### src/rtl/core/bmg_pkg.sv
// Shared constants, types and fixed-point helpers of the Gaussian pair generator.
`default_nettype none
package bmg_pkg;

   localparam int UNIFORM_BITS  = 32;
   localparam int ANGLE_BITS    = 16;
   localparam int OUT_FRAC_BITS = 12;
   localparam int OUT_BITS      = 16;

   localparam int M_BITS = UNIFORM_BITS + 1;
   localparam int E_BITS = $clog2(M_BITS);

   localparam logic [63:0] LN2_Q58     = 64'h02C5C85FDF473DE7;
   localparam logic [63:0] HALF_PI_Q62 = 64'h6487ED5110B4611A;
   localparam logic [63:0] ONE_Q62     = 64'h4000000000000000;

   localparam int DIV_STEPS   = 62;
   localparam int LOG_TERMS   = 22;
   localparam int TRIG_TERMS  = 14;
   localparam int SQRT_STEPS  = 32;
   localparam int TERM_STAGES = 5;

   localparam int LOG_LAT    = 1 + DIV_STEPS + 2 + TERM_STAGES * LOG_TERMS + 1;
   localparam int RAD_LAT    = LOG_LAT + SQRT_STEPS;
   localparam int TRIG_LAT   = 4 + TERM_STAGES * TRIG_TERMS;
   localparam int ALIGN_LAT  = RAD_LAT - TRIG_LAT;
   localparam int SCALE_LAT  = 3;
   localparam int PIPE_LAT   = RAD_LAT + SCALE_LAT;

   // Four 32x32 partial products of a 64x64 product.
   typedef struct packed {
      logic [63:0] p00;
      logic [63:0] p01;
      logic [63:0] p10;
      logic [63:0] p11;
   } pp_type;

   function automatic pp_type mul_pp(logic [63:0] a, logic [63:0] b);
      pp_type r;
      r.p00 = {32'd0, a[31:0]}  * {32'd0, b[31:0]};
      r.p01 = {32'd0, a[31:0]}  * {32'd0, b[63:32]};
      r.p10 = {32'd0, a[63:32]} * {32'd0, b[31:0]};
      r.p11 = {32'd0, a[63:32]} * {32'd0, b[63:32]};
      return r;
   endfunction

   // Floor of the full product over 2^62, kept to 64 bits.
   function automatic logic [63:0] mul_join(pp_type pp);
      logic [127:0] full;
      full = {pp.p11, 64'd0} + {32'd0, pp.p01, 32'd0} + {32'd0, pp.p10, 32'd0}
           + {64'd0, pp.p00};
      return full[125:62];
   endfunction

   // Upper 64 bits of the full product.
   function automatic logic [63:0] mul_high(pp_type pp);
      logic [127:0] full;
      full = {pp.p11, 64'd0} + {32'd0, pp.p01, 32'd0} + {32'd0, pp.p10, 32'd0}
           + {64'd0, pp.p00};
      return full[127:64];
   endfunction

   // A reciprocal estimate of x/k is at most one short; one compare settles it.
   function automatic logic [63:0] quot_fix(logic [63:0] x, logic [63:0] q0,
                                            logic [9:0] k);
      logic [63:0] r;
      r = x - q0 * 64'(k);
      return (r >= 64'(k)) ? q0 + 64'd1 : q0;
   endfunction

endpackage
`default_nettype wire

### src/rtl/core/bmg_sqrt.sv
// Pipelined integer square root, one result bit per stage.
`default_nettype none
module bmg_sqrt import bmg_pkg::*; (
   input  logic        clock,
   input  logic        reset,
   input  logic        in_valid,
   input  logic [63:0] in_value,
   output logic        out_valid,
   output logic [31:0] out_root
);

   logic        sq_valid_ff [1:SQRT_STEPS];
   logic [63:0] sq_rem_ff   [1:SQRT_STEPS];
   logic [63:0] sq_res_ff   [1:SQRT_STEPS];

   for (genvar i = 0; i < SQRT_STEPS; i++) begin : g_step
      localparam logic [63:0] Bit = 64'd1 << (62 - 2 * i);
      logic        st_valid;
      logic [63:0] st_rem, st_res, trial;
      if (i == 0) begin : g_first
         assign st_valid = in_valid;
         assign st_rem   = in_value;
         assign st_res   = '0;
      end else begin : g_next
         assign st_valid = sq_valid_ff[i];
         assign st_rem   = sq_rem_ff[i];
         assign st_res   = sq_res_ff[i];
      end
      assign trial = st_res + Bit;
      always_ff @(posedge clock) begin
         if (reset) begin
            sq_valid_ff[i+1] <= 1'b0;
         end else begin
            sq_valid_ff[i+1] <= st_valid;
         end
         if (st_rem >= trial) begin
            sq_rem_ff[i+1] <= st_rem - trial;
            sq_res_ff[i+1] <= (st_res >> 1) + Bit;
         end else begin
            sq_rem_ff[i+1] <= st_rem;
            sq_res_ff[i+1] <= st_res >> 1;
         end
      end
   end

   assign out_valid = sq_valid_ff[SQRT_STEPS];
   assign out_root  = sq_res_ff[SQRT_STEPS][31:0];

endmodule
`default_nettype wire

### config.mk
export PLATFORM = sky130hd
export DESIGN_NAME = bmg_sqrt
export DESIGN_NICKNAME = d
export VERILOG_FILES = /design/src/rtl/core/bmg_pkg.sv /design/src/rtl/core/bmg_sqrt.sv
export SDC_FILE = /design/constraint.sdc
export NUM_CORES = 2
export LEC_CHECK = 0
export BUFFER_PORTS_ARGS = -buffer_cell sky130_fd_sc_hd__buf_2
export CAP_MARGIN = 30
export CORE_MARGIN = 4
export CORE_UTILIZATION = 55
export CTS_CLUSTER_DIAMETER = 100
export DETAILED_ROUTE_END_ITERATION = 16
export PLACE_DENSITY_LB_ADDON = 0.3
export SLEW_MARGIN = 10
export SYNTH_ARGS = -nofsm -noshare
export SYNTH_HDL_FRONTEND = slang
export SYNTH_MEMORY_MAX_BITS = 65536
export SYNTH_SLANG_ARGS = --single-unit
### constraint.sdc
create_clock -name clock -period 3.38 [get_ports clock]
set_clock_uncertainty 0.15 [all_clocks]
set_input_delay 0.338 -clock clock [delete_from_list [all_inputs] [get_ports clock]]
set_output_delay 0.338 -clock clock [all_outputs]
set_load 0.02 [all_outputs]
==> summary.txt <==
Run status
  • Outcome: finished, violations left
  • Failing checks: negative setup slack

Floorplanning
  • Core Area: between 150000 and 200000 sq um
  • Cell row count: ~150
  • Die Wd: 426 um
  • Starting Density: between 50% and 60%
  • Io pins: 100
  • Die ar.: between 150000 and 200000 sq um
  • Die Ht: approximately 430 um

Pwr
  • Leak pwr: 0.0527 uW
  • Worst VDD drop: roughly 0.70 mV
  • PD cells: about 840 nW/um^2

Clocking
  • Clk root buf: clkbuf_16
  • Num CTS Buffers: around 240
  • Worst-path clk slew: approximately 0.070 ns
  • CTS tree: yes
  • Clock Sinks: ~2500
  • Clock Latency Late Sink: ~0.9 ns
  • Maximum clock path buffer count: 3
  • H-tree levels: 4

Place
  • DP Wirelength: approximately 180000 um
  • Placed insts: between 10000 and 15000
  • GP Congestion: ~0.95
  • Port buffer count: between 90 and 100

STA
  • Maximum clock rate: slightly below 0.3 GHz
  • Setup slack after layout: -0.0682 ns
  • Min cycle time layout: approximately 3.4 ns
  • Unrepaired setup endpoints after global routing: true
  • Slew margin rel.: between 30 and 40%
  • Worst Max-Slew Pin Slew: a little over 0.9 ns
  • Hold Slack: around 0.14 ns
  • Final hold vios: 0
  • Final setup fails: 8
  • Max Slew Vio Count: 0
  • Final Cycle Share: 102%

Route
  • Wire per inst: 19.3 um
  • Routed WL: around 250000 um
  • Post-DRT Antenna Nets: 0
  • Drt pass-1 iters: 6
  • First-iteration detailed-routing DRC count: about 5500
  • DRC viols: 0
  • Vias per cell: 5.60
  • Via count: ~74000

Yosys
  • FF+latch count, synth: ~2500
  • Ys async rst share: 0%
  • Yosys warning count: 0
  • Average size of a mapped cell: about 10 sq um
  • Post-synthesis cell area: roughly 96000 sq um
  • EDFF count, synth: 0
  • Post-synthesis net count: 10339
  • Seq/Total Area, Yosys: 53.0%
  • Synth unique cells: 90
  • Mapped Cells: between 9000 and 10000
  • Top FF cell, synth: dfxtp_1

Critical path
  • R2R Path Start: sq_rem_ff[0][1774]$_DFF_P_
  • CP Data Arrival Time: 4.06 ns
  • Crit Reg-Reg Endpoint: sq_rem_ff[0][1845]$_DFF_P_
  • Crit path launch type: flip-flop
  • R2R Setup Slk: -0.07 ns
  • CP max FO: 5
  • WP data required: 3.99 ns
  • CP startpoint: sq_rem_ff[0][1774]$_DFF_P_
  • Critical Path End Type: flip-flop
  • Reg2reg path depth: 10
  • Critical path endpoint: sq_rem_ff[0][1845]$_DFF_P_
  • Critical path class: flip-flop to flip-flop

GRT
  • Antenna violations before repair: 14
  • Gr ovfl total: 0
  • First-pass GRT wire length: a little under 400000 um
  • All-layer global routing usage: between 20% and 30%
  • Pin count of the biggest net entering global routing: 55
  • Vias in the first global route: ~73000

Finish
  • Syn-to-layout area delta: 20.5%
  • Multi-input logic area: approximately 44000 sq um
  • Fill count: ~13000
  • Layout Cells excl Fill: approximately 13000
  • Post-layout util: 66.6%
  • Sequential Area: around 50000 sq um
  • Nets: approximately 11000
  • Layout cell share with drive strength beyond 1: between 10% and 20%

Run
  • Max-cap viol count: 0

Worst hold path
  • Worst Hold Class: flip-flop to flip-flop
routing by layer:
layer	GRT usage, %	wire length, um
met1	33.3	106000
met2	48.0	126000
met3	3.92	13900
met4	8.39	7880
met5	0	27
flip-flops by register name, indices dropped and copies added (netlist names):
signal / flops
sq_rem_ff: 1984
sq_valid_ff: 32
sq_res_ff: 528
critical path, cell delays in order, from the launching register on:
cell	delay [ns]
dfxtp_2	0.32
or3_4	0.38
or4_4	0.51
or4_4	0.51
o21ai_4	0.18
nor4_2	0.07
a21boi_4	0.16
or4_4	0.60
buf_6	0.15
or3_1	0.29
nand2_1	0.07
cell families (layout without fill, tap and decap cells):
| family | count (synthesis) | after routing | synth area share [%] |
|---|---|---|---|
| buffers and inverters | 915 | 2007 | 3.63 |
| other | 0 | 11 | 0 |
| adders and majority gates | 558 | 558 | 7.27 |
| xor gates and xnor gates | 891 | 891 | 8.12 |
| and+or+nand+nor | 2868 | 2868 | 15.2 |
| DFF | 2544 | 2544 | 53.0 |
| muxes | 70 | 70 | 0.808 |
| AOI/OAI and AO/OA | 1868 | 1870 | 11.9 |
Yosys cell counts (40+ instances only):
master	count	area (sq um)
a211oi_1	40	300
a21o_1	187	1400
a21oi_1	631	3160
a31oi_1	50	313
and3_1	47	294
clkbuf_1	159	597
dfxtp_1	2544	50900
ha_1	558	6980
inv_1	726	2730
mux2_2	60	676
nand2_1	655	2460
nand2b_1	95	594
nand3_1	149	746
nand4_1	160	1000
nor2_1	636	2390
nor2b_1	86	538
nor3_1	299	1500
nor4_1	326	2040
nor4b_1	49	429
o211ai_1	40	300
o21a_1	75	563
o21ai_0	500	2500
o21bai_1	64	480
o31ai_1	50	375
or2_2	43	269
or3_1	118	738
or4_1	69	518
xnor2_1	449	3930
xor2_1	442	3870
metrics by stage:
stage / total power, uW / area (sq um) / setup WS, ns / TNS, ns
3_5_place_dp: 66500 / 103000 / -0.295 / -8.41
5_1_grt: 102000 / 116000 / -0.167 / -3.53
6_report: 97100 / 116000 / -0.0682 / -0.247
2_1_floorplan: 57700 / 96100 / -0.0200 / -0.0453
4_1_cts: 96200 / 114000 / -0.0386 / -0.0386
3_3_place_gp: 65800 / 103000 / -0.809 / -31.64
where the power goes:
group,total (uW),internal [uW],leakage (uW),switching (uW)
Combinational,25000,11400,0.0270,13600
Sequential,42600,36700,0.0213,5850
Clock,29600,17400,0.00433,12100
placed cells by master, fill, tap and decap left out, types with 280 or more instances in the layout:
| cell | instances |
|---|---|
| o21ai_0 | 475 |
| xor2_1 | 441 |
| nor4_1 | 280 |
| xnor2_1 | 448 |
| inv_1 | 722 |
| nor2_1 | 631 |
| nand2_1 | 651 |
| buf_4 | 567 |
| ha_1 | 525 |
| dfxtp_1 | 2522 |
| a21oi_1 | 609 |
what timing repair did:
item | 4_1_cts | 5_1_grt
pin swaps | 20 | 87
setup endpoints to repair | 257 | 555
endpoints found under the hold margin | 97 | 0
buffers inserted | 13 | 34
hold buffers | 131 | 0
cloned | 0 | 5
gates resized for setup | 74 | 340
how the worst min path moves through the flow:
stage | from | end | slack (ns) | depth (start not counted)
after floorplan | sq_rem_ff[0][1216]$_DFF_P_ | sq_rem_ff[0][1280]$_DFF_P_ | 0.17 | 0
after global placement | sq_rem_ff[0][1422]$_DFF_P_ | sq_rem_ff[0][1486]$_DFF_P_ | 0.18 | 0
after detailed placement | sq_rem_ff[0][1163]$_DFF_P_ | sq_rem_ff[0][1227]$_DFF_P_ | 0.18 | 0
after CTS | in_value[62] | sq_rem_ff[0][126]$_DFF_P_ | 0.08 | 4
after global routing | sq_rem_ff[0][1604]$_DFF_P_ | sq_rem_ff[0][1668]$_DFF_P_ | 0.13 | 0
final | sq_rem_ff[0][1604]$_DFF_P_ | sq_rem_ff[0][1668]$_DFF_P_ | 0.14 | 0
cell type report:
class | instances | share of cell area [%]
antenna | 11 | 0.0238
clock buffer | 309 | 5.76
clock inverter | 148 | 1.97
inverter | 726 | 2.36
multi-input combinational | 6257 | 37.8
sequential | 2544 | 44.0
tap | 2325 | 2.51
timing repair buffer | 824 | 5.61
Power figures use the tool's default switching activity.
